$ cat config.mk
export PLATFORM = sky130hd
export DESIGN_NAME = bra_ctrl
export DESIGN_NICKNAME = d
export VERILOG_FILES = /design/src/rtl/bra_pkg.sv /design/src/rtl/bra_ctrl.sv
export SDC_FILE = /design/constraint.sdc
export NUM_CORES = 1
export LEC_CHECK = 0
export ABC_CLOCK_PERIOD_IN_PS = 5900
export BUFFER_PORTS_ARGS = -buffer_cell sky130_fd_sc_hd__buf_2
export CORE_AREA = 2 2 57 59
export CTS_BUF_LIST = sky130_fd_sc_hd__clkbuf_8
export DETAILED_ROUTE_END_ITERATION = 10
export DIE_AREA = 0 0 59 61
export PLACE_DENSITY = 0.72
export SYNTH_ARGS = -nofsm -noshare
export SYNTH_HDL_FRONTEND = slang
export SYNTH_SLANG_ARGS = --single-unit
$ cat constraint.sdc
create_clock -name clk -period 5.9 [get_ports clk]
set_input_delay 1.18 -clock clk [delete_from_list [all_inputs] [get_ports clk]]
set_output_delay 1.18 -clock clk [all_outputs]
set_load 0.05 [all_outputs]
$ cat src/rtl/bra_pkg.sv
// Shared types, codes and helper functions of the boot region allocator.
package bra_pkg;

  localparam logic [1:0] OP_RESERVE    = 2'd0;
  localparam logic [1:0] OP_ALLOC_UP   = 2'd1;
  localparam logic [1:0] OP_ALLOC_DOWN = 2'd2;
  localparam logic [1:0] OP_GAPS       = 2'd3;

  localparam logic [1:0] ST_OK   = 2'd0;
  localparam logic [1:0] ST_OOM  = 2'd1;
  localparam logic [1:0] ST_FULL = 2'd2;

  localparam logic [4:0] DP_NOP        = 5'd0;
  localparam logic [4:0] DP_LOAD       = 5'd1;
  localparam logic [4:0] DP_RSV_A      = 5'd2;
  localparam logic [4:0] DP_RSV_B      = 5'd3;
  localparam logic [4:0] DP_RSV_C      = 5'd4;
  localparam logic [4:0] DP_RSV_D      = 5'd5;
  localparam logic [4:0] DP_INS_RD     = 5'd6;
  localparam logic [4:0] DP_INS_SHIFT  = 5'd7;
  localparam logic [4:0] DP_INS_PUT    = 5'd8;
  localparam logic [4:0] DP_PUSH_RSV   = 5'd9;
  localparam logic [4:0] DP_PUSH_ALLOC = 5'd10;
  localparam logic [4:0] DP_PUSH_OOM   = 5'd11;
  localparam logic [4:0] DP_UP_A       = 5'd12;
  localparam logic [4:0] DP_UP_B       = 5'd13;
  localparam logic [4:0] DP_ALIGN      = 5'd14;
  localparam logic [4:0] DP_SCAN_INIT  = 5'd15;
  localparam logic [4:0] DP_IDX_INC    = 5'd16;
  localparam logic [4:0] DP_HIT_UP     = 5'd17;
  localparam logic [4:0] DP_HIT_DN     = 5'd18;
  localparam logic [4:0] DP_SET_PB     = 5'd19;
  localparam logic [4:0] DP_DN_A       = 5'd20;
  localparam logic [4:0] DP_DN_B       = 5'd21;
  localparam logic [4:0] DP_DN_C       = 5'd22;
  localparam logic [4:0] DP_G_INIT     = 5'd23;
  localparam logic [4:0] DP_G_SKIP     = 5'd24;
  localparam logic [4:0] DP_G_NEW      = 5'd25;
  localparam logic [4:0] DP_G_EQ       = 5'd26;
  localparam logic [4:0] DP_G_TAIL     = 5'd27;
  localparam logic [4:0] DP_G_FIN      = 5'd28;

  typedef struct packed {
    logic [4:0] op;
  } dp_cmd_t;

  typedef struct packed {
    logic [1:0] opc;
    logic       rem_busy;
    logic       pg_ovf;
    logic       align_ovf;
    logic       fit_bad;
    logic       scan_end;
    logic       overlap;
    logic       iter_last;
    logic       hit_low;
    logic       size_gt_c;
    logic       c_lt_base;
    logic       full;
    logic       idx_zero;
    logic       ins_gt;
    logic       out_free;
    logic       gap_lt;
    logic       gap_gt;
    logic       pos_lt_end;
    logic       pend_v;
  } dp_stat_t;

  function automatic logic [63:0] sat_add(input logic [63:0] a, input logic [63:0] b);
    logic [64:0] s;
    s = {1'b0, a} + {1'b0, b};
    return s[64] ? '1 : s[63:0];
  endfunction

  // all bits at and below the highest set bit
  function automatic logic [63:0] smear(input logic [63:0] a);
    logic [63:0] m;
    m = a;
    m = m | (m >> 1);
    m = m | (m >> 2);
    m = m | (m >> 4);
    m = m | (m >> 8);
    m = m | (m >> 16);
    m = m | (m >> 32);
    return m;
  endfunction

endpackage

$ cat src/rtl/bra_ctrl.sv
// Controller: sequences reserve, allocation and gap listing over the datapath.
module bra_ctrl (
  input  logic              clk,
  input  logic              rst,
  input  logic              in_valid,
  output logic              in_ready,
  input  bra_pkg::dp_stat_t stat,
  output bra_pkg::dp_cmd_t  cmd
);
  import bra_pkg::*;

  localparam logic [4:0] S_IDLE    = 5'd0;
  localparam logic [4:0] S_DISP    = 5'd1;
  localparam logic [4:0] S_RSV_A   = 5'd2;
  localparam logic [4:0] S_RSV_AW  = 5'd3;
  localparam logic [4:0] S_RSV_B   = 5'd4;
  localparam logic [4:0] S_RSV_BW  = 5'd5;
  localparam logic [4:0] S_RSV_C   = 5'd6;
  localparam logic [4:0] S_RSV_D   = 5'd7;
  localparam logic [4:0] S_INS_CHK = 5'd8;
  localparam logic [4:0] S_INS_RD  = 5'd9;
  localparam logic [4:0] S_INS_EV  = 5'd10;
  localparam logic [4:0] S_RES     = 5'd11;
  localparam logic [4:0] S_OOM     = 5'd12;
  localparam logic [4:0] S_UP_A    = 5'd13;
  localparam logic [4:0] S_UP_AW   = 5'd14;
  localparam logic [4:0] S_UP_B    = 5'd15;
  localparam logic [4:0] S_UP_CHK  = 5'd16;
  localparam logic [4:0] S_UP_FIT  = 5'd17;
  localparam logic [4:0] S_SC_CHK  = 5'd18;
  localparam logic [4:0] S_SC_RD   = 5'd19;
  localparam logic [4:0] S_SC_EV   = 5'd20;
  localparam logic [4:0] S_DN_A    = 5'd21;
  localparam logic [4:0] S_DN_AW   = 5'd22;
  localparam logic [4:0] S_DN_B    = 5'd23;
  localparam logic [4:0] S_DN_C    = 5'd24;
  localparam logic [4:0] S_DN_CHK  = 5'd25;
  localparam logic [4:0] S_G_INIT  = 5'd26;
  localparam logic [4:0] S_G_CHK   = 5'd27;
  localparam logic [4:0] S_G_RD    = 5'd28;
  localparam logic [4:0] S_G_EV    = 5'd29;
  localparam logic [4:0] S_G_TAIL  = 5'd30;
  localparam logic [4:0] S_G_FIN   = 5'd31;

  logic [4:0] state, state_next;

  assign in_ready = (state == S_IDLE);

  always_ff @(posedge clk) begin
    if (rst) begin
      state <= S_IDLE;
    end else begin
      state <= state_next;
    end
  end

  always_comb begin
    state_next = state;
    cmd.op     = DP_NOP;
    unique case (state)
      S_IDLE: begin
        if (in_valid) begin
          cmd.op     = DP_LOAD;
          state_next = S_DISP;
        end
      end
      S_DISP: begin
        unique case (stat.opc)
          OP_RESERVE:    state_next = S_RSV_A;
          OP_ALLOC_UP:   state_next = S_UP_A;
          OP_ALLOC_DOWN: state_next = S_DN_A;
          default:       state_next = S_G_INIT;
        endcase
      end
      S_RSV_A: begin
        cmd.op     = DP_RSV_A;
        state_next = S_RSV_AW;
      end
      S_RSV_AW: if (!stat.rem_busy) state_next = S_RSV_B;
      S_RSV_B: begin
        cmd.op     = DP_RSV_B;
        state_next = S_RSV_BW;
      end
      S_RSV_BW: if (!stat.rem_busy) state_next = S_RSV_C;
      S_RSV_C: begin
        cmd.op     = DP_RSV_C;
        state_next = S_RSV_D;
      end
      S_RSV_D: begin
        cmd.op     = DP_RSV_D;
        state_next = S_INS_CHK;
      end
      S_INS_CHK: begin
        priority if (stat.full) begin
          state_next = S_RES;
        end else if (stat.idx_zero) begin
          cmd.op     = DP_INS_PUT;
          state_next = S_RES;
        end else begin
          state_next = S_INS_RD;
        end
      end
      S_INS_RD: begin
        cmd.op     = DP_INS_RD;
        state_next = S_INS_EV;
      end
      S_INS_EV: begin
        if (stat.ins_gt) begin
          cmd.op     = DP_INS_SHIFT;
          state_next = S_INS_CHK;
        end else begin
          cmd.op     = DP_INS_PUT;
          state_next = S_RES;
        end
      end
      S_RES: begin
        if (stat.out_free) begin
          cmd.op     = (stat.opc == OP_RESERVE) ? DP_PUSH_RSV : DP_PUSH_ALLOC;
          state_next = S_IDLE;
        end
      end
      S_OOM: begin
        if (stat.out_free) begin
          cmd.op     = DP_PUSH_OOM;
          state_next = S_IDLE;
        end
      end
      S_UP_A: begin
        cmd.op     = DP_UP_A;
        state_next = S_UP_AW;
      end
      S_UP_AW: if (!stat.rem_busy) state_next = S_UP_B;
      S_UP_B: begin
        if (stat.pg_ovf) begin
          state_next = S_OOM;
        end else begin
          cmd.op     = DP_UP_B;
          state_next = S_UP_CHK;
        end
      end
      S_UP_CHK: begin
        if (stat.align_ovf) begin
          state_next = S_OOM;
        end else begin
          cmd.op     = DP_ALIGN;
          state_next = S_UP_FIT;
        end
      end
      S_UP_FIT: begin
        if (stat.fit_bad) begin
          state_next = S_OOM;
        end else begin
          cmd.op     = DP_SCAN_INIT;
          state_next = S_SC_CHK;
        end
      end
      S_SC_CHK: begin
        if (stat.scan_end) begin
          cmd.op     = DP_SET_PB;
          state_next = S_RSV_A;
        end else begin
          state_next = S_SC_RD;
        end
      end
      S_SC_RD: state_next = S_SC_EV;
      S_SC_EV: begin
        priority if (!stat.overlap) begin
          cmd.op     = DP_IDX_INC;
          state_next = S_SC_CHK;
        end else if (stat.iter_last) begin
          state_next = S_OOM;
        end else if (stat.opc == OP_ALLOC_UP) begin
          cmd.op     = DP_HIT_UP;
          state_next = S_UP_CHK;
        end else if (stat.hit_low) begin
          state_next = S_OOM;
        end else begin
          cmd.op     = DP_HIT_DN;
          state_next = S_DN_CHK;
        end
      end
      S_DN_A: begin
        cmd.op     = DP_DN_A;
        state_next = S_DN_AW;
      end
      S_DN_AW: if (!stat.rem_busy) state_next = S_DN_B;
      S_DN_B: begin
        cmd.op     = DP_DN_B;
        state_next = S_DN_C;
      end
      S_DN_C: begin
        if (stat.size_gt_c) begin
          state_next = S_OOM;
        end else begin
          cmd.op     = DP_DN_C;
          state_next = S_DN_CHK;
        end
      end
      S_DN_CHK: begin
        if (stat.c_lt_base) begin
          state_next = S_OOM;
        end else begin
          cmd.op     = DP_SCAN_INIT;
          state_next = S_SC_CHK;
        end
      end
      S_G_INIT: begin
        cmd.op     = DP_G_INIT;
        state_next = S_G_CHK;
      end
      S_G_CHK: begin
        if (stat.scan_end || !stat.pos_lt_end) begin
          state_next = S_G_TAIL;
        end else begin
          state_next = S_G_RD;
        end
      end
      S_G_RD: state_next = S_G_EV;
      S_G_EV: begin
        priority if (stat.gap_lt) begin
          cmd.op     = DP_G_SKIP;
          state_next = S_G_CHK;
        end else if (stat.gap_gt) begin
          if (!stat.pend_v || stat.out_free) begin
            cmd.op     = DP_G_NEW;
            state_next = S_G_CHK;
          end
        end else begin
          cmd.op     = DP_G_EQ;
          state_next = S_G_CHK;
        end
      end
      S_G_TAIL: begin
        if (!stat.pos_lt_end) begin
          state_next = S_G_FIN;
        end else if (!stat.pend_v || stat.out_free) begin
          cmd.op     = DP_G_TAIL;
          state_next = S_G_FIN;
        end
      end
      S_G_FIN: begin
        if (stat.out_free) begin
          cmd.op     = DP_G_FIN;
          state_next = S_IDLE;
        end
      end
      default: state_next = S_IDLE;
    endcase
  end
endmodule

==> flow_metrics.tcl <==
set metrics [dict create \
    cts_tree "built" \
    postCtsHoldBufs 0 \
    finalSetupViolations 0 \
    pin_count 29 \
    period_needed_ns 3.95 \
    synth_cells 216 \
    die-area_mm2 0.00360 \
    slew_viol_final 0 \
    syn_area_mm2 0.00145 \
    synth_edf_count 0 \
    cts_max_path_buffers 2 \
    antenna_found_initial 0 \
    r2r_cells 5 \
    nets 262 \
    leakage_uw 0.000665 \
    yosysTopAreaCellShare_pct 6.90 \
    core.rowCount 20 \
    place.port_buffers 28 \
    slew_headroom_pct 29.1 \
    combPwrFrac_pct 78.5 \
    switching_share_pct 58.8 \
    post-route-period-util_pct 67.0 \
    top_regs "state (5)" \
    fp.coreArea_mm2 0.00295 \
    cpLargestDelayFamily "simple AND/OR/NAND/NOR gates" \
    synth_warnings 0 \
    clock-root-buffer "clkbuf_8" \
    cts.sinks 5 \
    num_vias 1829 \
    synth_nets 244 \
    hold_class "reg2reg" \
    remaining_drc_errors 0 \
    drt_iter0_drc 116 \
    synthToLayoutAreaGrowth_pct 9.74 \
    viasPerCell 6.88 \
    worstMarginPinSlew_ns 1.06 \
    power.net_switching_uw 366 \
    gp_congestion 0.929 \
    p_int_uw 257 \
    dieWidth_um 59 \
    max-cap-violations 0 \
    max-vdd-ir-drop_mv 0.235 \
    cp_slowest_cell "or4_1" \
    skew_ns 0.00204 \
    p_per_area_mw_per_mm2 391 \
    hold_viol 0 \
    synth_common_cells "22 x nor2_1, 15 x a21oi_1, 13 x nand2b_1" \
    htree_levels 1 \
    cp.depth 7 \
    dieHeight_um 61 \
    ys_ff_latch 5 \
    outcome "complete, no violations" \
    clkPwrFrac_pct 9.9 \
    grt_usage_pct 26.9 \
    path_cells "buf_2 -> nand2b_1 -> and4_1 -> o211ai_1 -> o21ai_0 -> or4_1 -> buf_2" \
    finalWirelength_um 4620 \
    synth.yosys.seq_area_share_pct 6.90 \
    cts_resized 0 \
    yosysTopAreaCell "dfxtp_1" \
    hold_ws_ns 0.772 \
    grt_pass1_wl_um 7370 \
    largest_reg_flops 5 \
    top_register "state" \
    start_util_pct 49.2 \
    pwr-share-seq_pct 11.6 \
    dpl.hpwl_um 3380 \
    end_kind "primary output" \
    cp_slowest_stage_delay_ns 0.51 \
    first_pass_iters 5 \
    cp_data_arrival_time_ns 2.77 \
    clk_pin_slew_ns 0.03 \
    numCtsBuffers 3 \
    critPathKind "in2out" \
    path_common_cell "buf_2" \
    dp_slack_ns 1.96 \
    hold_depth 3 \
    path_buf_inv 2 \
    utilization_pct 53.9 \
    grt_max_degree 48 \
    post_cts_buffers 0 \
    synth-main-ff-cell "dfxtp_1" \
    yosysUniqueCellTypes 59 \
    rsz0062_at_grt "false" \
    syn-mean-instance-area_um2 6.72 \
    r2r_setup_slack_ns 3.24 \
    grt_overflow_total 0 \
    insertion_delay_ns 0.22 \
    async_flop_share_pct 0 \
    wl_per_cell_um 17.4 \
    antenna_cells 0 \
    critical_path.startpoint_type "input pin" \
    cp_max_fo 7 \
    max_freq_ghz 0.253 \
    synthTopCellsByArea "dfxtp_1 6.9%, nor2_1 5.7%, nand2b_1 5.6%" \
    layout-drive-gt1-share_pct 18.5 \
    cp.required_ns 4.72 \
    grt_pass1_vias 1619 \
    fin_setup_tns_ns 0 \
    setup_slack_ns 1.95 \
    p_total_uw 623 \
    postRouteAntennaNets 0 \
    synth_most_common_cell "nor2_1" \
]
## final timing paths
| path | startpoint | endpoint |
|---|---|---|
| setup / recovery | stat[4] | cmd[1] |
| setup reg to reg | state[2]$_SDFFE_PP0P_ | state[1]$_SDFFE_PP0P_ |
| hold reg to reg | state[1]$_SDFFE_PP0P_ | state[1]$_SDFFE_PP0P_ |
| hold / removal | state[1]$_SDFFE_PP0P_ | state[1]$_SDFFE_PP0P_ |
## kinds of logic (layout without fill, tap and decap cells)
family	after synthesis	after routing	share of synthesized area, %
and+or+nand+nor	101	101	38.8
AOI/OAI and AO/OA	75	75	37.9
buffers and inverters	26	43	9.48
adders and majority gates	5	5	4.31
DFF	5	5	6.90
xor gates and xnor gates	2	2	1.21
muxes	2	2	1.38
## layer usage
metal | GRT usage [%] | vias up | part of all wire (%) | wire [um]
li1 | - | 874 | - | -
met1 | 35.0 | 814 | 40 | 1860
met2 | 41.4 | 125 | 45 | 2060
met3 | 7.25 | 16 | 12 | 557
met4 | 12.7 | 0 | 3.1 | 144
met5 | 0 | - | 0 | 0
## power groups by stage
stage	Combinational [uW]	Clock, uW	Sequential, uW
finish	489	61.6	72.6
global route	526	66.7	74.6
CTS	480	63.3	71.2
detailed placement	479	0	71.6
global placement	484	0	72.0
floorplan	408	0	54.3
## stage by stage
stage          std cells  instance area (um2)
6_report             266                 1590
5_1_grt              266                 1590
4_1_cts              266                 1590
3_5_place_dp         262                 1550
3_3_place_gp         262                 1550
2_1_floorplan        216                 1450
## worst reg2reg max path, stage by stage (launching register included)
cell	delay [ns]
dfxtp_1	1.01
nor2b_1	0.19
a22oi_1	0.27
o22ai_1	0.16
a2111oi_0	0.68
a311oi_1	0.20
## area by class of cell
| class | count | area (um2) |
|---|---|---|
| inverter | 8 | 30.0 |
| timing repair buffer | 31 | 163 |
| multi-input combinational | 185 | 1210 |
| fill | 309 | 1360 |
| clock inverter | 1 | 3.75 |
| sequential | 5 | 100 |
| tap | 33 | 41.3 |
| clock buffer | 3 | 41.3 |
## cells in the final DEF, fill, tap and decap left out, types with 4 or more instances in the layout
cell / Yosys / routed
nor3_1: 12 / 12
ha_1: 5 / 5
nor4_1: 5 / 5
a21oi_1: 15 / 15
or4_1: 4 / 4
dfxtp_1: 5 / 5
o21ai_0: 11 / 11
nor2_1: 22 / 22
nand2_1: 10 / 10
nor2b_1: 5 / 5
nand2b_1: 13 / 13
o31ai_1: 6 / 6
nand3_1: 6 / 6
buf_2: 11 / 28
inv_1: 8 / 9
(Power assumes the default switching activity.)
